### config.mk
export PLATFORM = sky130hd
export DESIGN_NAME = boot_config_key_value_parser
export DESIGN_NICKNAME = d
export VERILOG_FILES = /design/src/rtl/bckv_pkg.sv /design/src/rtl/bckv_parse.sv /design/src/rtl/boot_config_key_value_parser.sv
export SDC_FILE = /design/constraint.sdc
export NUM_CORES = 1
export LEC_CHECK = 0
export ABC_AREA = 1
export BUFFER_PORTS_ARGS = -buffer_cell sky130_fd_sc_hd__clkbuf_2
export CAP_MARGIN = 10
export CORE_UTILIZATION = 55
export DETAILED_ROUTE_END_ITERATION = 16
export GPL_TIMING_DRIVEN = 1
export PLACE_DENSITY = 0.8
export RECOVER_POWER = 50
export SYNTH_ARGS = -nofsm -noshare
export SYNTH_HDL_FRONTEND = slang
export SYNTH_HIERARCHICAL = 1
export SYNTH_SLANG_ARGS = --single-unit
export TNS_END_PERCENT = 5
### constraint.sdc
create_clock -name clk_i -period 3.65 [get_ports clk_i]
set_input_delay 0.1825 -clock clk_i [delete_from_list [all_inputs] [get_ports clk_i]]
set_output_delay 0.1825 -clock clk_i [all_outputs]
set_load 0.05 [all_outputs]
### src/rtl/bckv_pkg.sv
// Shared types and constants for the boot configuration key/value parser.
// Holds the phase encoding, result kinds, the result record and key lookups.
// No dependencies.
`timescale 1ns / 1ps
`default_nettype none

package bckv_pkg;

  // Parser phase, one-hot.
  typedef enum logic [3:0] {
    PH_LINE  = 4'b0001,
    PH_KEY   = 4'b0010,
    PH_SKIP  = 4'b0100,
    PH_VALUE = 4'b1000
  } phase_e;

  // Kind of result beat.
  typedef enum logic [1:0] {
    KIND_VERSION  = 2'd0,
    KIND_PATH     = 2'd1,
    KIND_PATH_END = 2'd2,
    KIND_BUF_END  = 2'd3
  } kind_e;

  // Special characters.
  localparam logic [7:0] CHR_NUL   = 8'h00;
  localparam logic [7:0] CHR_EQ    = 8'h3D;
  localparam logic [7:0] CHR_COLON = 8'h3A;
  localparam logic [7:0] CHR_LF    = 8'h0A;
  localparam logic [7:0] CHR_CR    = 8'h0D;
  localparam logic [7:0] CHR_ZERO  = 8'h30;

  // Key lengths of the two recognized keys.
  localparam int unsigned VersionLen = 7;
  localparam int unsigned KernelLen  = 6;

  // One result record as it leaves the parser.
  typedef struct packed {
    kind_e       kind;
    logic [31:0] version;
    logic [7:0]  pbyte;
    logic [5:0]  pidx;
    logic [5:0]  plen;
    logic        trunc;
    logic        eob;
  } result_t;

  // Character of "version" at a given position (position below seven).
  function automatic logic [7:0] version_char(input logic [2:0] idx);
    logic [7:0] ch;
    case (idx)
      3'd0:    ch = 8'h76; // v
      3'd1:    ch = 8'h65; // e
      3'd2:    ch = 8'h72; // r
      3'd3:    ch = 8'h73; // s
      3'd4:    ch = 8'h69; // i
      3'd5:    ch = 8'h6F; // o
      3'd6:    ch = 8'h6E; // n
      default: ch = 8'h00;
    endcase
    return ch;
  endfunction

  // Character of "kernel" at a given position (position below six).
  function automatic logic [7:0] kernel_char(input logic [2:0] idx);
    logic [7:0] ch;
    case (idx)
      3'd0:    ch = 8'h6B; // k
      3'd1:    ch = 8'h65; // e
      3'd2:    ch = 8'h72; // r
      3'd3:    ch = 8'h6E; // n
      3'd4:    ch = 8'h65; // e
      3'd5:    ch = 8'h6C; // l
      default: ch = 8'h00;
    endcase
    return ch;
  endfunction

endpackage

`default_nettype wire

### src/rtl/bckv_parse.sv
// Parser state and per-byte next-state logic of the key/value parser.
// Produces at most one result record per byte. Depends on bckv_pkg.
`timescale 1ns / 1ps
`default_nettype none

module bckv_parse #(
  parameter int unsigned KEY_BYTES   = 32,
  parameter int unsigned VALUE_BYTES = 128,
  parameter int unsigned PATH_BYTES  = 64
) (
  input  wire logic             clk_i,
  input  wire logic             rst_ni,
  input  wire logic             step_i,
  input  wire logic [7:0]       text_byte_i,
  output logic                  res_valid_o,
  output bckv_pkg::result_t     res_o
);

  localparam int unsigned KeyW  = $clog2(KEY_BYTES);
  localparam int unsigned ValW  = $clog2(VALUE_BYTES);
  localparam int unsigned PathW = $clog2(PATH_BYTES);

  localparam logic [KeyW-1:0]  KeyMax  = KeyW'(KEY_BYTES - 1);
  localparam logic [ValW-1:0]  ValMax  = ValW'(VALUE_BYTES - 1);
  localparam logic [PathW-1:0] PathMax = PathW'(PATH_BYTES - 1);
  localparam logic [KeyW-1:0]  VerLen  = KeyW'(bckv_pkg::VersionLen);
  localparam logic [KeyW-1:0]  KerLen  = KeyW'(bckv_pkg::KernelLen);

  bckv_pkg::phase_e phase_q, phase_d;
  logic [KeyW-1:0]  key_cnt_q, key_cnt_d;
  logic [ValW-1:0]  val_cnt_q, val_cnt_d;
  logic             ver_match_q, ver_match_d;
  logic             ker_match_q, ker_match_d;
  logic [31:0]      acc_q, acc_d;
  logic             stopped_q, stopped_d;
  logic [PathW-1:0] path_cnt_q, path_cnt_d;
  logic             path_ovf_q, path_ovf_d;

  // Key stepping works on either the held key state or a fresh key.
  logic [KeyW-1:0]  kc;
  logic             kvm;
  logic             kkm;
  logic             do_key;
  logic             closing;
  logic             kept;
  logic [31:0]      acc_step;

  assign acc_step = {acc_q[28:0], 3'b000} + {acc_q[30:0], 1'b0}
                    + {24'd0, text_byte_i} - {24'd0, bckv_pkg::CHR_ZERO};

  // Next state and result for the current byte.
  always_comb begin
    phase_d     = phase_q;
    key_cnt_d   = key_cnt_q;
    val_cnt_d   = val_cnt_q;
    ver_match_d = ver_match_q;
    ker_match_d = ker_match_q;
    acc_d       = acc_q;
    stopped_d   = stopped_q;
    path_cnt_d  = path_cnt_q;
    path_ovf_d  = path_ovf_q;
    res_valid_o = 1'b0;
    res_o       = '0;
    kc          = key_cnt_q;
    kvm         = ver_match_q;
    kkm         = ker_match_q;
    do_key      = 1'b0;
    closing     = 1'b0;
    kept        = 1'b0;

    if (text_byte_i == bckv_pkg::CHR_NUL) begin
      // Terminating zero closes any open value and returns to reset state.
      res_valid_o = 1'b1;
      res_o.eob   = 1'b1;
      if (phase_q == bckv_pkg::PH_VALUE && ver_match_q) begin
        res_o.kind    = bckv_pkg::KIND_VERSION;
        res_o.version = acc_q;
      end else if (phase_q == bckv_pkg::PH_VALUE && ker_match_q) begin
        res_o.kind  = bckv_pkg::KIND_PATH_END;
        res_o.plen  = 6'(path_cnt_q);
        res_o.trunc = path_ovf_q;
      end else begin
        res_o.kind = bckv_pkg::KIND_BUF_END;
      end
      phase_d     = bckv_pkg::PH_LINE;
      key_cnt_d   = '0;
      val_cnt_d   = '0;
      ver_match_d = 1'b1;
      ker_match_d = 1'b1;
      acc_d       = '0;
      stopped_d   = 1'b0;
      path_cnt_d  = '0;
      path_ovf_d  = 1'b0;
    end else begin
      unique case (phase_q)
        bckv_pkg::PH_LINE: begin
          if (text_byte_i != bckv_pkg::CHR_LF) begin
            // A new key begins; a leading colon is skipped.
            kc          = '0;
            kvm         = 1'b1;
            kkm         = 1'b1;
            key_cnt_d   = '0;
            ver_match_d = 1'b1;
            ker_match_d = 1'b1;
            if (text_byte_i == bckv_pkg::CHR_COLON) begin
              phase_d = bckv_pkg::PH_KEY;
            end else begin
              do_key = 1'b1;
            end
          end
        end
        bckv_pkg::PH_KEY: begin
          do_key = 1'b1;
        end
        bckv_pkg::PH_SKIP: begin
          if (text_byte_i == bckv_pkg::CHR_LF) begin
            phase_d = bckv_pkg::PH_LINE;
          end
        end
        bckv_pkg::PH_VALUE: begin
          if (text_byte_i == bckv_pkg::CHR_LF) begin
            // Newline ends the value.
            phase_d = bckv_pkg::PH_LINE;
            if (ver_match_q) begin
              res_valid_o   = 1'b1;
              res_o.kind    = bckv_pkg::KIND_VERSION;
              res_o.version = acc_q;
            end else if (ker_match_q) begin
              res_valid_o = 1'b1;
              res_o.kind  = bckv_pkg::KIND_PATH_END;
              res_o.plen  = 6'(path_cnt_q);
              res_o.trunc = path_ovf_q;
            end
          end else begin
            val_cnt_d = val_cnt_q + 1'b1;
            closing   = (val_cnt_d >= ValMax);
            if (closing) begin
              phase_d = bckv_pkg::PH_LINE;
            end
            if (ver_match_q) begin
              // Decimal accumulation until a carriage return.
              if (!stopped_q) begin
                if (text_byte_i == bckv_pkg::CHR_CR) begin
                  stopped_d = 1'b1;
                end else begin
                  acc_d = acc_step;
                end
              end
              if (closing) begin
                res_valid_o   = 1'b1;
                res_o.kind    = bckv_pkg::KIND_VERSION;
                res_o.version = acc_d;
              end
            end else if (ker_match_q) begin
              // Path bytes are kept while fewer than PATH_BYTES - 1 are held.
              kept = (path_cnt_q < PathMax);
              if (kept) begin
                path_cnt_d = path_cnt_q + 1'b1;
              end else begin
                path_ovf_d = 1'b1;
              end
              if (closing) begin
                res_valid_o = 1'b1;
                res_o.kind  = bckv_pkg::KIND_PATH_END;
                res_o.pbyte = kept ? text_byte_i : 8'd0;
                res_o.pidx  = kept ? 6'(path_cnt_q) : 6'd0;
                res_o.plen  = 6'(path_cnt_d);
                res_o.trunc = path_ovf_d;
              end else if (kept) begin
                res_valid_o = 1'b1;
                res_o.kind  = bckv_pkg::KIND_PATH;
                res_o.pbyte = text_byte_i;
                res_o.pidx  = 6'(path_cnt_q);
              end
            end
          end
        end
        default: begin
          phase_d = bckv_pkg::PH_LINE;
        end
      endcase

      // One key byte: equals sign, newline, a key character or overflow.
      if (do_key) begin
        if (text_byte_i == bckv_pkg::CHR_EQ) begin
          ver_match_d = kvm && (kc == VerLen);
          ker_match_d = kkm && (kc == KerLen);
          val_cnt_d   = '0;
          acc_d       = '0;
          stopped_d   = 1'b0;
          path_cnt_d  = '0;
          path_ovf_d  = 1'b0;
          phase_d     = bckv_pkg::PH_VALUE;
        end else if (text_byte_i == bckv_pkg::CHR_LF) begin
          phase_d = bckv_pkg::PH_LINE;
        end else if (kc < KeyMax) begin
          ver_match_d = kvm && (kc < VerLen)
                        && (text_byte_i == bckv_pkg::version_char(kc[2:0]));
          ker_match_d = kkm && (kc < KerLen)
                        && (text_byte_i == bckv_pkg::kernel_char(kc[2:0]));
          key_cnt_d   = kc + 1'b1;
          phase_d     = bckv_pkg::PH_KEY;
        end else begin
          phase_d = bckv_pkg::PH_SKIP;
        end
      end
    end
  end

  // State registers advance only on an accepted beat.
  always_ff @(posedge clk_i or negedge rst_ni) begin
    if (!rst_ni) begin
      phase_q     <= bckv_pkg::PH_LINE;
      key_cnt_q   <= '0;
      val_cnt_q   <= '0;
      ver_match_q <= 1'b1;
      ker_match_q <= 1'b1;
      acc_q       <= '0;
      stopped_q   <= 1'b0;
      path_cnt_q  <= '0;
      path_ovf_q  <= 1'b0;
    end else if (step_i) begin
      phase_q     <= phase_d;
      key_cnt_q   <= key_cnt_d;
      val_cnt_q   <= val_cnt_d;
      ver_match_q <= ver_match_d;
      ker_match_q <= ker_match_d;
      acc_q       <= acc_d;
      stopped_q   <= stopped_d;
      path_cnt_q  <= path_cnt_d;
      path_ovf_q  <= path_ovf_d;
    end
  end

endmodule

`default_nettype wire

### src/rtl/boot_config_key_value_parser.sv
// Boot configuration key/value parser, top level.
// A result is registered; it appears in the cycle after its byte is accepted.
// Throughput: one byte per cycle unless the output stalls; it refills as it drains.
// Reset: asynchronous, active low; parser returns to line start, output empties.
// Uses bckv_pkg and bckv_parse.
`timescale 1ns / 1ps
`default_nettype none

module boot_config_key_value_parser #(
  parameter int unsigned KEY_BYTES   = 32,
  parameter int unsigned VALUE_BYTES = 128,
  parameter int unsigned PATH_BYTES  = 64
) (
  input  wire logic               clk_i,
  input  wire logic               rst_ni,
  input  wire logic               in_valid_i,
  output logic                    in_ready_o,
  input  wire logic [7:0]         text_byte_i,
  output logic                    out_valid_o,
  input  wire logic               out_ready_i,
  output logic [1:0]              result_kind_o,
  output logic signed [31:0]      version_value_o,
  output logic [7:0]              path_byte_o,
  output logic [5:0]              path_index_o,
  output logic [5:0]              path_length_o,
  output logic                    path_truncated_o,
  output logic                    end_of_buffer_o
);

  logic              accept;
  logic              res_valid;
  bckv_pkg::result_t res;
  bckv_pkg::result_t res_q;
  logic              out_valid_q, out_valid_d;

  // A new beat is taken whenever the output register is empty or draining.
  assign in_ready_o = !out_valid_q || out_ready_i;
  assign accept     = in_valid_i && in_ready_o;

  bckv_parse #(
    .KEY_BYTES  (KEY_BYTES),
    .VALUE_BYTES(VALUE_BYTES),
    .PATH_BYTES (PATH_BYTES)
  ) u_parse (
    .clk_i      (clk_i),
    .rst_ni     (rst_ni),
    .step_i     (accept),
    .text_byte_i(text_byte_i),
    .res_valid_o(res_valid),
    .res_o      (res)
  );

  // Output valid flag.
  always_comb begin
    if (accept) begin
      out_valid_d = res_valid;
    end else if (out_ready_i) begin
      out_valid_d = 1'b0;
    end else begin
      out_valid_d = out_valid_q;
    end
  end

  always_ff @(posedge clk_i or negedge rst_ni) begin
    if (!rst_ni) begin
      out_valid_q <= 1'b0;
    end else begin
      out_valid_q <= out_valid_d;
    end
  end

  // Output payload register.
  always_ff @(posedge clk_i) begin
    if (accept && res_valid) begin
      res_q <= res;
    end
  end

  assign out_valid_o      = out_valid_q;
  assign result_kind_o    = res_q.kind;
  assign version_value_o  = res_q.version;
  assign path_byte_o      = res_q.pbyte;
  assign path_index_o     = res_q.pidx;
  assign path_length_o    = res_q.plen;
  assign path_truncated_o = res_q.trunc;
  assign end_of_buffer_o  = res_q.eob;

endmodule

`default_nettype wire
# [After elaboration in Yosys (flattened, before gate mapping)]
# Cells that the tools add are included.
[op_classes] mux=130 n_reduce_logical=18 bitwise=2 addsub=6 eq_ne=24 magnitude_cmp=5
[op_table] op="two-way mux 32 bit" n=12
[op_table] op="two-way mux 8 bit" n=11
[op_table] op="two-way mux 7 bit" n=12
[op_table] op="two-way mux 34 bit" n=2
[op_table] op="two-way mux 55 bit" n=1
[op_table] op="two-way mux 6 bit" n=9
[op_table] op="two-way mux 1 bit" n=50
[op_table] op="one-hot mux 7 bit (7 select lines)" n=1
[op_table] op="two-way mux 14 bit" n=3
[op_table] op="two-way mux 21 bit" n=2
[op_table] op="two-way mux 5 bit" n=8
[op_table] op="one-hot mux 7 bit (5 select lines)" n=1
[op_table] op="adder 32 bit" n=1
[op_table] op="adder 32 x 8 -> 32 bit" n=1
[op_table] op="two-way mux 4 bit" n=8
[op_table] op="subtractor 32 x 6 -> 32 bit, second input constant" n=1
[op_table] op="== test 8 x 4 -> 1 bit, second input constant" n=2
[op_table] op="== test 8 x 6 -> 1 bit, second input constant" n=2
[op_table] op="== test 8 bit" n=2
[op_table] op="one-hot mux 4 bit (4 select lines)" n=1
[op_table] op="two-way mux 2 bit" n=6
[op_table] op="!= test 4 x 1 -> 1 bit, second input constant" n=3
[op_table] op="== test 5 x 3 -> 1 bit, second input constant" n=2
[op_table] op="logical AND 1 bit" n=10
[op_table] op="28 further kinds" n=34
[word_totals] reg_bits=115 output_inout_bits=58 elab_cells=202 inputBits=12

# [Longest topological paths before layout]
# Gate-level depths: netlist of run 1.
[logic_depth] ltp_word=19 mapped_depth=21 mapped_depth_nobuf=21

# [By module]
# The synthesis of run 1 kept the hierarchy.
[modules_own_cells] module="bckv_parse" seq_area_each_um2=1455.1 cells_each=1138 instances=1 area_per_inst_um2=7556.0
[modules_own_cells] module="boot_config_key_value_parser" seq_area_each_um2=1706.6 cells_each=65 instances=1 area_per_inst_um2=1745.4

# [Least setup slack after synthesis of run 1]
# OpenSTA, ideal clock, no wires.
[synth_timing] path_type="reg-to-reg" startpoint="reg u_parse.val_cnt_q[1]" endpoint="reg res_q (netlist bit end_of_buffer_o), enable pin" setup_time_ns=0.425 stages_incl_launch_ff=11 t_required_ns=3.225 path_buffers=0 slack_ns=0.224 period_less_slack_ns=3.426 arrival_time_ns=3.001 cell_sequence="dfrtp_1 > ha_1 > nand3_2 > nor3_2 > xor2_1 > nand4_2 > nand2_2 > a21oi_1 > o21ai_0 > inv_1 > nor2_2"
[synth_via] elab_chain_len=9 elab_cells_between_ends=10 classes_between="add/sub: 1; order compare: 1; mux: 7; reduce/logical: 1"
[synth_rtl] item="start: declaration" line="bckv_parse.sv:31" rtl="logic [ValW-1:0] val_cnt_q, val_cnt_d;"
[synth_rtl] item="start signal: assignment" line="bckv_parse.sv:225" rtl="val_cnt_q <= val_cnt_d;"
[synth_rtl] item="adder 7 x 1 -> 7 bit *" line="bckv_parse.sv:135" rtl="val_cnt_d = val_cnt_q + 1'b1;"
[synth_rtl] item=">= comparator 7 bit *" line="bckv_parse.sv:136" rtl="closing = (val_cnt_d >= ValMax);"
[synth_rtl] item="two-way mux 1 bit" line="bckv_parse.sv:162" rtl="if (closing) begin"
[synth_rtl] item="two-way mux 1 bit" line="bckv_parse.sv:154" rtl="end else if (ker_match_q) begin"
[synth_rtl] item="two-way mux 1 bit *" line="bckv_parse.sv:140" rtl="if (ver_match_q) begin"
[synth_rtl] item="two-way mux 1 bit *" line="bckv_parse.sv:121" rtl="if (text_byte_i == bckv_pkg::CHR_LF) begin"
[synth_rtl] item="two-way mux 1 bit *" line="bckv_parse.sv:95" rtl="unique case (phase_q)"
[synth_rtl] item="two-way mux 1 bit *" line="bckv_parse.sv:71" rtl="if (text_byte_i == bckv_pkg::CHR_NUL) begin"
[synth_rtl] item="net res_valid" line="boot_config_key_value_parser.sv:31" rtl="logic res_valid;"
[synth_rtl] item="logical AND 1 bit *" line="boot_config_key_value_parser.sv:74" rtl="if (accept && res_valid) begin"
[synth_rtl] item="end signal: assignment" line="boot_config_key_value_parser.sv:75" rtl="res_q <= res;"
[synth_rtl] item="end: declaration" line="boot_config_key_value_parser.sv:33" rtl="bckv_pkg::result_t res_q;"
# Mark *: on every way through the listed nets, which the timed path passes. The rest lies on a longest branch.
# A chain may end at the register's enable or synchronous reset.

==> qor.yml, run 1 <==
setup_path:
  critical_path_required_ns: 3.79
  crit_path_max_incr_delay_ns: 0.51
  cp_max_fo: 4
  cp_slowest_cell: "fa_1"
  critPathKind: "flip-flop to flip-flop"
  worst_ep_arrival_time_ns: 3.60
  path_cells: "inv_2 -> fa_1 -> inv_1 -> ha_1 -> ha_1 -> a21oi_1 -> nand2_2 -> nand3_1 -> nand2_1 -> nand4_1 -> nand2_1 -> a21oi_1 -> xor2_1 -> nand2_1 -> nand2_1 -> o21ai_0"
  startpoint_type: "flip-flop"
  cpMostUsedCell: "nand2_1"
  path_buf_inv: 2
  cp_top_family: "adder cells"
  end_kind: "flip-flop"
finish:
  nets: 1387
  n_fill_cell: 1447
  drive_gt1_share_pct: 10.69
  multi_input_area_um2: 5200
  synthToLayoutAreaGrowth_pct: 11.74
  regArea_um2: 3162
  antenna_cells: 0
global_route:
  grt_usage_pct: 28.74
  grt_pass1_wl_um: 39780
  overflow: 0
  antenna_found_initial: 0
  grt_pass1_vias: 8312
  grt_max_degree: 48
drt:
  dr.pass1.iters: 6
  postRouteAntennaNets: 0
  vias_per_cell: 5.747
  routed_wirelength_um: 24390
  wl_per_cell_um: 16.14
  via_count: 8683
  highest_layer: "met4"
  drcViolationCount: 0
  route.met2.wl_um: 11380
  detail_route.iter0.violations: 802
  wl_met3_um: 1838
  drt-met1-wl_um: 10340
timing:
  rsz0062_at_grt: "no"
  tightestPinTransition_ns: 1.846
  finalSetupViolations: 0
  fmax_ghz: 0.2891
  setup-tns-final_ns: 0
  holdWs_ns: 0.06532
  clock_skew_ns: 0.007923
  slew_viol_final: 33
  period_minus_slack_ns: 3.460
  min_period_over_period_pct: 94.78
  final_hold_viol_count: 0
  max_slew_margin_pct: -23.07
clock_network:
  clkSinkCount: 115
  cts_buffers: 17
  path_clk_slew_ns: 0.05
  h-tree-depth: 4
  cts_buffer_depth: 2
  clockRootBuffer: "clkbuf_16"
  tritoncts: "yes"
  clock_latency_ns: 0.43
synth:
  syn-num-nets: 1312
  synth-edff-count: 56
  synth_cell_types: 57
  synth_area_per_cell_um2: 7.732
  async_flop_share_pct: 51.30
  synth.area.top_cells: "edfxtp_1 18%, dfrtp_1 15%, ha_1 12%, nand2_1 9.9%, inv_1 6.8%"
  syn_area_um2: 9301
  netlist.area_leader.share_pct: 18.08
  synth_top_area_cell: "edfxtp_1"
  synth-main-ff-cell: "edfxtp_1"
  postSynthRegisterBits: 115
  syn_inst: 1203
  ys.warnings.count: 6
  synth_seq_area_share_pct: 33.99
power:
  p_switching_mw: 4.099
  p_comb_share_pct: 60.5
  power.density_nw_per_um2: 824.0
  p_clk_share_pct: 19.9
  power_frac_seq_pct: 19.6
  ir_worst_vdd_mv: 0.4080
  p_sw_share_pct: 47.85
  leakagePower_nw: 4.805
  internal_power_mw: 4.466
  p_total_mw: 8.565
placed_design:
  hpwl_um: 17680
  gp_congestion: 0.9963
  port_buffers: 69
floorplan:
  num_io_pins: 70
  floorplan.die.width_um: 132.0
  die-area_um2: 17440
  initial_utilization_pct: 56.29
  rows: 47
  core_area_um2: 16520
  fp.dieH_um: 132.0
run_status:
  violations: "capacitance limit, slew limit"
  status: "complete, but fails checks"
hold_path:
  worstHoldPathType: "input port to flip-flop"
job:
  cap_violations: 1
-- cell usage after synthesis (all sizes together) (3+ instances only) --
master / instances
nand3: 57
inv: 191
dfstp: 3
dfrtp: 56
buf: 21
nor3: 11
nor4: 5
nand2: 261
clkbuf: 12
a21boi: 4
a22oi: 7
a21oi: 69
o211ai: 13
a31oi: 4
fa: 6
o22ai: 30
nand4: 16
o21ai: 135
xor2: 16
nor2: 103
edfxtp: 56
xnor2: 13
o221ai: 3
or2: 3
o21bai: 3
ha: 91
-- layout make-up --
type | instances | area share [%]
Tap cell | 220 | 2.648
Timing Repair Buffer | 89 | 4.081
Clock buffer | 22 | 4.562
Clock inverter | 10 | 1.264
Sequential cell | 115 | 30.42
Multi-Input combinational cell | 862 | 50.03
Inverter | 193 | 6.994
-- state kept, by name, summed over array words and instances, names as in the netlist, 2 cells and up --
register	cells
version_value_o	32
result_kind_o	2
u_parse/phase_q	4
path_byte_o	8
u_parse/val_cnt_q	7
path_index_o	6
u_parse/path_cnt_q	6
path_length_o	6
u_parse/key_cnt_q	5
u_parse/acc_q	32
-- kinds of logic after synthesis --
| kind of cell | after synthesis | share of synthesized area, % |
|---|---|---|
| AO/OA/AOI/OAI | 276 | 17.49 |
| XOR/XNOR | 29 | 2.731 |
| adder cells (fa/ha/maj) | 97 | 13.53 |
| buffers and inverters | 226 | 9.860 |
| flip-flops | 115 | 33.99 |
| multiplexers | 1 | 0.1076 |
| AND/OR/NAND/NOR | 459 | 22.29 |
-- layer usage --
layer  up-vias  GRT usage, %
met5         -             0
met4         0         12.08
met3        80         5.844
li1       4188             -
met2       398         47.44
met1      4017         36.70
-- timing repair --
action,4_1_cts,5_1_grt
endpoints found under the setup margin,0,26
buffers inserted,0,1
endpoints found under the hold margin,30,0
gates resized for setup,0,10
hold buffers,2,0
-- worst min-delay path: stages --
cell and delay, ns:
clkbuf_2 0.08, inv_1 0.05, nand2_2 0.06, o21ai_0 0.07
-- path summary, 6_finish.rpt --
kind                                        start                   end  slack [ns]  depth (start not counted)
worst min-delay path                  out_ready_i           out_valid_o        0.07                          4
worst max register to register   u_parse/acc_q[2]   version_value_o[20]        0.19                         16
worst min register to register  u_parse/acc_q[24]     u_parse/acc_q[24]        0.51                          2
max in group asynchronous                  rst_ni     u_parse/acc_q[31]        1.24                          3
worst max-delay path             u_parse/acc_q[2]   version_value_o[20]        0.19                         16
min in group asynchronous                  rst_ni  u_parse/key_cnt_q[2]        0.80                          2
-- layout by cell type, fill, tap and decap left out, types with 22 or more instances in the layout --
| cell | instances |
|---|---|
| inv_1 | 170 |
| ha_1 | 91 |
| nand2_1 | 248 |
| clkbuf_1 | 61 |
| edfxtp_1 | 56 |
| nor2_1 | 93 |
| dfrtp_1 | 56 |
| o21ai_0 | 120 |
| a21oi_1 | 57 |
| o22ai_1 | 22 |
| nand3_1 | 52 |
-- power groups by stage --
stage / Sequential, mW / Combinational (mW) / Clock (mW)
final: 1.68 / 5.18 / 1.71
after global routing: 1.70 / 5.84 / 1.78
after CTS: 1.67 / 5.08 / 1.73
after detailed placement: 1.69 / 5.01 / 0
after global placement: 1.68 / 4.92 / 0
after floorplan: 1.65 / 3.87 / 0
-- metrics by stage --
step | utilization (%) | instances | setup WS (ns) | area [µm²]
2_1_floorplan | - | 1203 | 0.2242 | 9301
3_3_place_gp | 59.76 | 1476 | 0.1823 | 9876
3_5_place_dp | 59.76 | 1476 | 0.1211 | 9876
4_1_cts | 63.55 | 1510 | 0.1010 | 10500
5_1_grt | 62.90 | 1511 | 0.001389 | 10390
6_report | 62.90 | 1511 | 0.1905 | 10390
(Power assumes the default switching activity.)
==> run 2: changes to the inputs <==
--- a/config.mk
+++ b/config.mk
@@ -8,10 +8,11 @@
 export ABC_AREA = 1
 export BUFFER_PORTS_ARGS = -buffer_cell sky130_fd_sc_hd__clkbuf_2
 export CAP_MARGIN = 10
-export CORE_UTILIZATION = 55
+export CORE_UTILIZATION = 45
+export CTS_CLUSTER_DIAMETER = 120
 export DETAILED_ROUTE_END_ITERATION = 16
 export GPL_TIMING_DRIVEN = 1
-export PLACE_DENSITY = 0.8
+export PLACE_DENSITY = 0.68
 export RECOVER_POWER = 50
 export SYNTH_ARGS = -nofsm -noshare
 export SYNTH_HDL_FRONTEND = slang
==> run 2 against run 1 <==
Net effect: the run now ends clean; die area grew 22%; flip-flop and latch count is the same; cell area grew 1.3%; core utilization shrank 11 points; setup slack lost 0.070 ns; critical path type unchanged; largest power group unchanged.
==> qor.yml, run 2 (synthesis results as in run 1) <==
floorplan:
  initial_utilization_pct: 45.97  # -10 points
  core_area_um2: 20230  # +22%
  floorplan.die.width_um: 145.8  # +10%
  num_io_pins: 70  # unchanged
  rows: 52  # +11%
  fp.dieH_um: 145.8  # +10%
  die-area_um2: 21250  # +22%
global_route:
  antenna_found_initial: 0  # unchanged
  grt_usage_pct: 23.50  # -5.2 points
  grt_pass1_vias: 7901  # -4.9%
  grt_max_degree: 57  # +19%
  grt_pass1_wl_um: 39790  # about the same
  overflow: 0  # unchanged
timing:
  tightestPinTransition_ns: 1.346  # -0.5000 ns
  finalSetupViolations: 0  # unchanged
  min_period_over_period_pct: 96.69  # +1.9 points
  setup-tns-final_ns: 0  # unchanged
  rsz0062_at_grt: "yes"
  slew_viol_final: 0  # -100%
  clock_skew_ns: 0.009908  # +0.001985 ns
  period_minus_slack_ns: 3.529  # +0.06985 ns
  final_hold_viol_count: 0  # unchanged
  fmax_ghz: 0.2833  # -2.0%
  setup_ws_ns: 0.1207  # -0.06985 ns
  max_slew_margin_pct: 10.27  # +33 points
power:
  power.density_nw_per_um2: 820.6  # -0.41%
  ir_worst_vdd_mv: 0.3242  # -21%
  leakagePower_nw: 4.817  # +0.26%
  p_total_mw: 8.639  # +0.87%
finish:
  final_cell_mix: "247 x nand2_1, 172 x inv_1, 120 x o21ai_0, 92 x nor2_1, 91 x ha_1"
  synthToLayoutAreaGrowth_pct: 13.18
  final_common_cell: "nand2_1"
  drive_gt1_share_pct: 10.64  # -0.053 points
  n_fill_cell: 1938  # +34%
  antenna_cells: 0  # unchanged
  final_core_utilization_pct: 52.03  # -11 points
  nets: 1384  # -0.22%
setup_path:
  worst_ep_arrival_time_ns: 3.70  # +0.10 ns
  crit_path_max_incr_delay_ns: 0.51  # about the same
  path_cells: "inv_1 -> fa_1 -> inv_1 -> ha_1 -> ha_1 -> fa_1 -> nand2_1 -> inv_1 -> o21ai_1 -> nand2_2 -> nand3_2 -> nand3_4 -> nand2_1 -> nand4_1 -> or2_2 -> nand3_1 -> nand2_1 -> nand2_1 -> nand2_1"
  cpMostUsedCell: "nand2_1"
  cp_top_family: "adder cells"
  critPathKind: "flip-flop to flip-flop"
  cp_max_fo: 4  # unchanged
  cp_slowest_cell: "fa_1"
  startpoint_type: "flip-flop"
  end_kind: "flip-flop"
  path_buf_inv: 3  # +1
  critical_path_required_ns: 3.82  # +0.03 ns
placed_design:
  post-place-ws_ns: 0.07842  # -0.04268 ns
  gp_congestion: 0.9074  # -8.9%
  port_buffers: 69  # unchanged
  hpwl_um: 17970  # +1.6%
drt:
  via_count: 8428  # -2.9%
  detail_route.iter0.violations: 578  # -28%
  routed_wirelength_um: 24700  # +1.3%
  vias_per_cell: 5.409  # -5.9%
  drcViolationCount: 0  # unchanged
  wl_per_cell_um: 15.85  # -1.8%
  dr.pass1.iters: 5  # -1
  postRouteAntennaNets: 0  # unchanged
run_status:
  status: "finished clean"
clock_network:
  clockRootBuffer: "clkbuf_16"
  tritoncts: "yes"
  cts_buffer_depth: 2  # unchanged
  cts_buffers: 17  # unchanged
  clkSinkCount: 115  # unchanged
  h-tree-depth: 4  # unchanged
  path_clk_slew_ns: 0.05  # about the same
  clock_latency_ns: 0.42  # about the same
hold_path:
  worstHoldPathType: "input port to flip-flop"
job:
  cap_violations: 0  # -1
-- run 2: tightest hold or removal path: stages --
cell	delay, ns
clkbuf_2	0.10
inv_1	0.04
o21ai_0	0.06
-- run 2: metrics by stage --
stage	cells	instance area (µm²)	hold WS (ns)
after floorplan	1203	9301	-0.1131
final	1558	10530	0.01149
after CTS	1557	10620	0.001276
after global routing	1558	10530	0.01366
after detailed placement	1524	9936	0.2353
after global placement	1524	9936	0.2256
-- run 2: power breakdown --
part	switching [mW]	total [mW]	internal, mW
Clock	0.611	1.91	1.30
Combinational	3.27	5.06	1.79
Sequential	0.154	1.67	1.52
Total	4.03	8.64	4.61
-- run 2: what timing repair did --
action                     4_1_cts  5_1_grt
setup endpoints to repair        0       24
gates resized for setup          0        7
hold endpoints to repair        19        0
setup buffers                    0        1
hold buffers                     1        0
-- run 2: routing by layer --
metal,up-vias,wire (µm),track usage [%]
met2,299,11690,39.62
met5,-,0,0
li1,4183,-,-
met3,46,1347,3.511
met4,0,514,7.474
met1,3900,11150,30.93
-- run 2: cell type report --
class / count / area [µm²] / area share (%)
clock buffer: 19 / 442.9 / 4.207
inverter: 193 / 726.9 / 6.905
tap: 270 / 337.8 / 3.209
multi-input combinational: 862 / 5223 / 49.61
sequential: 115 / 3162 / 30.03
clock inverter: 13 / 231.5 / 2.199
timing repair buffer: 86 / 404.1 / 3.839
-- run 2: final timing paths --
check | startpoint | to | slack (ns) | cells past startpoint
worst max-delay path | u_parse/acc_q[0] | version_value_o[31] | 0.12 | 19
worst min-delay path | in_valid_i | out_valid_o | 0.01 | 3
worst max register to register | u_parse/acc_q[0] | version_value_o[31] | 0.12 | 19
worst min register to register | u_parse/acc_q[17] | u_parse/acc_q[17] | 0.49 | 2
max in group asynchronous | rst_ni | u_parse/acc_q[30] | 1.35 | 3
min in group asynchronous | rst_ni | u_parse/phase_q[1] | 0.60 | 2
==> run 3: changes to the inputs <==
--- a/config.mk
+++ b/config.mk
@@ -7,12 +7,12 @@
 export LEC_CHECK = 0
 export ABC_AREA = 1
 export BUFFER_PORTS_ARGS = -buffer_cell sky130_fd_sc_hd__clkbuf_2
-export CAP_MARGIN = 10
-export CORE_UTILIZATION = 45
+export CAP_MARGIN = 0
+export CORE_UTILIZATION = 30
 export CTS_CLUSTER_DIAMETER = 120
 export DETAILED_ROUTE_END_ITERATION = 16
 export GPL_TIMING_DRIVEN = 1
-export PLACE_DENSITY = 0.68
+export PLACE_DENSITY = 0.49
 export RECOVER_POWER = 50
 export SYNTH_ARGS = -nofsm -noshare
 export SYNTH_HDL_FRONTEND = slang
==> constraint.sdc (replaced) <==
create_clock -name clk_i -period 3.8 [get_ports clk_i]
set_input_delay 0.19 -clock clk_i [delete_from_list [all_inputs] [get_ports clk_i]]
set_output_delay 0.19 -clock clk_i [all_outputs]
set_load 0.05 [all_outputs]
==> run 3 against run 2 <==
Net effect: the flow now finishes with violations (capacitance limit, slew limit); combinational power shrank 3%; core utilization shrank 18 points; sequential power is 4% lower; clock-buffer cell count grew 3; largest cell class unchanged; largest power group unchanged.
==> qor.yml, run 3 (synthesis results as in run 1) <==
hold_path:
  min_from: "out_ready_i"
  hold_depth: 4  # +1
  worstHoldPathType: "input port to flip-flop"
  hold_end: "out_valid_o"
global_route:
  antenna_found_initial: 0  # unchanged
  grt_pass1_wl_um: 43940  # +10%
  grt_usage_pct: 17.90  # -5.6 points
  grt_pass1_vias: 8101  # +2.5%
  overflow: 0  # unchanged
  grt_max_degree: 57  # unchanged
floorplan:
  floorplan.die.width_um: 178.1  # +22%
  num_io_pins: 70  # unchanged
  rows: 64  # +23%
  die-area_um2: 31710  # +49%
  core_area_um2: 30510  # +51%
  initial_utilization_pct: 30.49  # -15 points
  fp.dieH_um: 178.1  # +22%
power:
  internal_power_mw: 4.091  # -11%
  ir_worst_vdd_mv: 0.2485  # -23%
  power.density_nw_per_um2: 762.6  # -7.1%
  p_clk_share_pct: 18.7  # -3.4 points
  leakagePower_nw: 4.749  # -1.4%
  p_comb_share_pct: 61.3  # +2.7 points
  power_frac_seq_pct: 20.0  # +0.7 points
  p_sw_share_pct: 49.04  # +2.4 points
  p_switching_mw: 3.937  # -2.3%
run_status:
  status: "complete, but fails checks"
  violations: "capacitance limit, slew limit"
drt:
  via_count: 8262  # -2.0%
  routed_wirelength_um: 27270  # +10%
  wl_per_cell_um: 16.19  # +2.2%
  detail_route.iter0.violations: 684  # +18%
  postRouteAntennaNets: 0  # unchanged
  drcViolationCount: 0  # unchanged
  dr.pass1.iters: 5  # unchanged
  vias_per_cell: 4.906  # -9.3%
finish:
  nets: 1384  # unchanged
  final_cell_mix: "247 x nand2_1, 171 x inv_1, 122 x o21ai_0, 94 x nor2_1, 91 x ha_1"
  n_fill_cell: 3234  # +67%
  synthToLayoutAreaGrowth_pct: 13.20  # about the same
  multi_input_area_um2: 5201  # -0.41%
  antenna_cells: 0  # unchanged
  drive_gt1_share_pct: 10.09  # -0.54 points
  final_common_cell: "nand2_1"
  regArea_um2: 3162  # unchanged
clock_network:
  clkSinkCount: 115  # unchanged
  clock_latency_ns: 0.43  # about the same
  cts_buffers: 17  # unchanged
  cts_buffer_depth: 2  # unchanged
  clockRootBuffer: "clkbuf_16"
  h-tree-depth: 4  # unchanged
  tritoncts: "yes"
  path_clk_slew_ns: 0.06  # about the same
placed_design:
  gp_congestion: 0.8700  # -4.1%
  post-place-ws_ns: 0.1542  # +0.07576 ns
  port_buffers: 69  # unchanged
  hpwl_um: 20100  # +12%
timing:
  tightestPinTransition_ns: 1.723  # +0.3769 ns
  holdWs_ns: 0.07472  # +0.06324 ns
  period_minus_slack_ns: 3.512  # -0.01760 ns
  rsz0062_at_grt: "no"
  setup_ws_ns: 0.2883  # +0.1676 ns
  setup-tns-final_ns: 0  # unchanged
  min_period_over_period_pct: 92.41  # -4.3 points
  slew_viol_final: 29  # +29
  clock_skew_ns: 0.01314  # +0.003235 ns
  max_slew_margin_pct: -14.86  # -25 points
  fmax_ghz: 0.2848  # +0.50%
  final_hold_viol_count: 0  # unchanged
  finalSetupViolations: 0  # unchanged
job:
  cap_violations: 1  # +1
setup_path:
  critPathKind: "flip-flop to flip-flop"
  startpoint_type: "flip-flop"
  critical_path_required_ns: 3.97  # +0.15 ns
  r2r-start: "u_parse/acc_q[4]"
  rrSetupSlack_ns: 0.29  # +0.17 ns
  cp_max_fo: 6  # +2
  r2r_end: "version_value_o[18]"
  reg2regPathDepth: 16  # -3
  end_kind: "flip-flop"
  worst_ep_arrival_time_ns: 3.68  # -0.02 ns
## run 3: cell count changes in the layout (fill, tap and decap cells not counted), moves of 2 or more
cell	change
bufinv_16	-5
o21ai_1	-2
o21ai_0	+2
nor2_4	-2
clkbuf_1	+4
buf_4	-2
clkinv_2	+2
nor2_1	+2
## run 3: worst max-delay path by stage
stage / startpoint / end / cells after the start
after floorplan: u_parse/val_cnt_q[1] / end_of_buffer_o / 10
after global placement: text_byte_i[3] / version_value_o[31] / 20
after detailed placement: text_byte_i[3] / version_value_o[31] / 20
after CTS: u_parse/acc_q[0] / version_value_o[31] / 19
after global routing: u_parse/acc_q[4] / version_value_o[18] / 16
final: u_parse/acc_q[4] / version_value_o[18] / 16
## run 3: critical path: stages (launching register included)
cell and delay [ns]:
dfrtp_1 0.36, inv_1 0.18, ha_1 0.29, fa_1 0.51, inv_1 0.04, ha_1 0.35, a21oi_1 0.28, nor2_1 0.09
nor2_1 0.09, nand2_1 0.11, nand2_1 0.08, nand2_1 0.11, a21oi_1 0.23, xor2_1 0.24, nand2_1 0.11, nand3_1 0.11
a31oi_1 0.07
## run 3: repair_timing
action / CTS / global route
buffers inserted: 0 / 0
resized for setup: 0 / 4
endpoints found under the hold margin: 25 / 0
endpoints found under the setup margin: 0 / 10
hold buffers: 2 / 0
## run 3: cell type report
type | count | share of cell area (%)
tap | 396 | 4.706
inverter | 193 | 6.904
timing repair buffer | 86 | 3.827
clock buffer | 22 | 4.314
sequential | 115 | 30.03
clock inverter | 10 | 0.8200
multi-input combinational | 862 | 49.40
## run 3: power by group through the flow
stage	clock network, mW	logic (mW)	registers [mW]
final	1.50	4.93	1.60
after global routing	1.60	5.64	1.62
after CTS	1.54	4.92	1.60
after detailed placement	0	4.89	1.62
after global placement	0	4.90	1.62
after floorplan	0	3.72	1.59
## run 3: stage by stage
step	power, mW	instance area [µm²]	utilization (%)	cells
global route	8.863	10530	34.51	1684
global placement	6.519	10090	33.08	1650
detailed placement	6.510	10090	33.08	1650
CTS	8.059	10650	34.92	1684
finish	8.029	10530	34.51	1684
floorplan	5.304	9301	-	1203
## run 3: routing by layer
layer / share of wire (%) / track usage, %
met1: 47 / 23.24
met2: 48 / 30.87
met3: 3.7 / 2.280
met4: 1.3 / 5.128
met5: 0 / 0
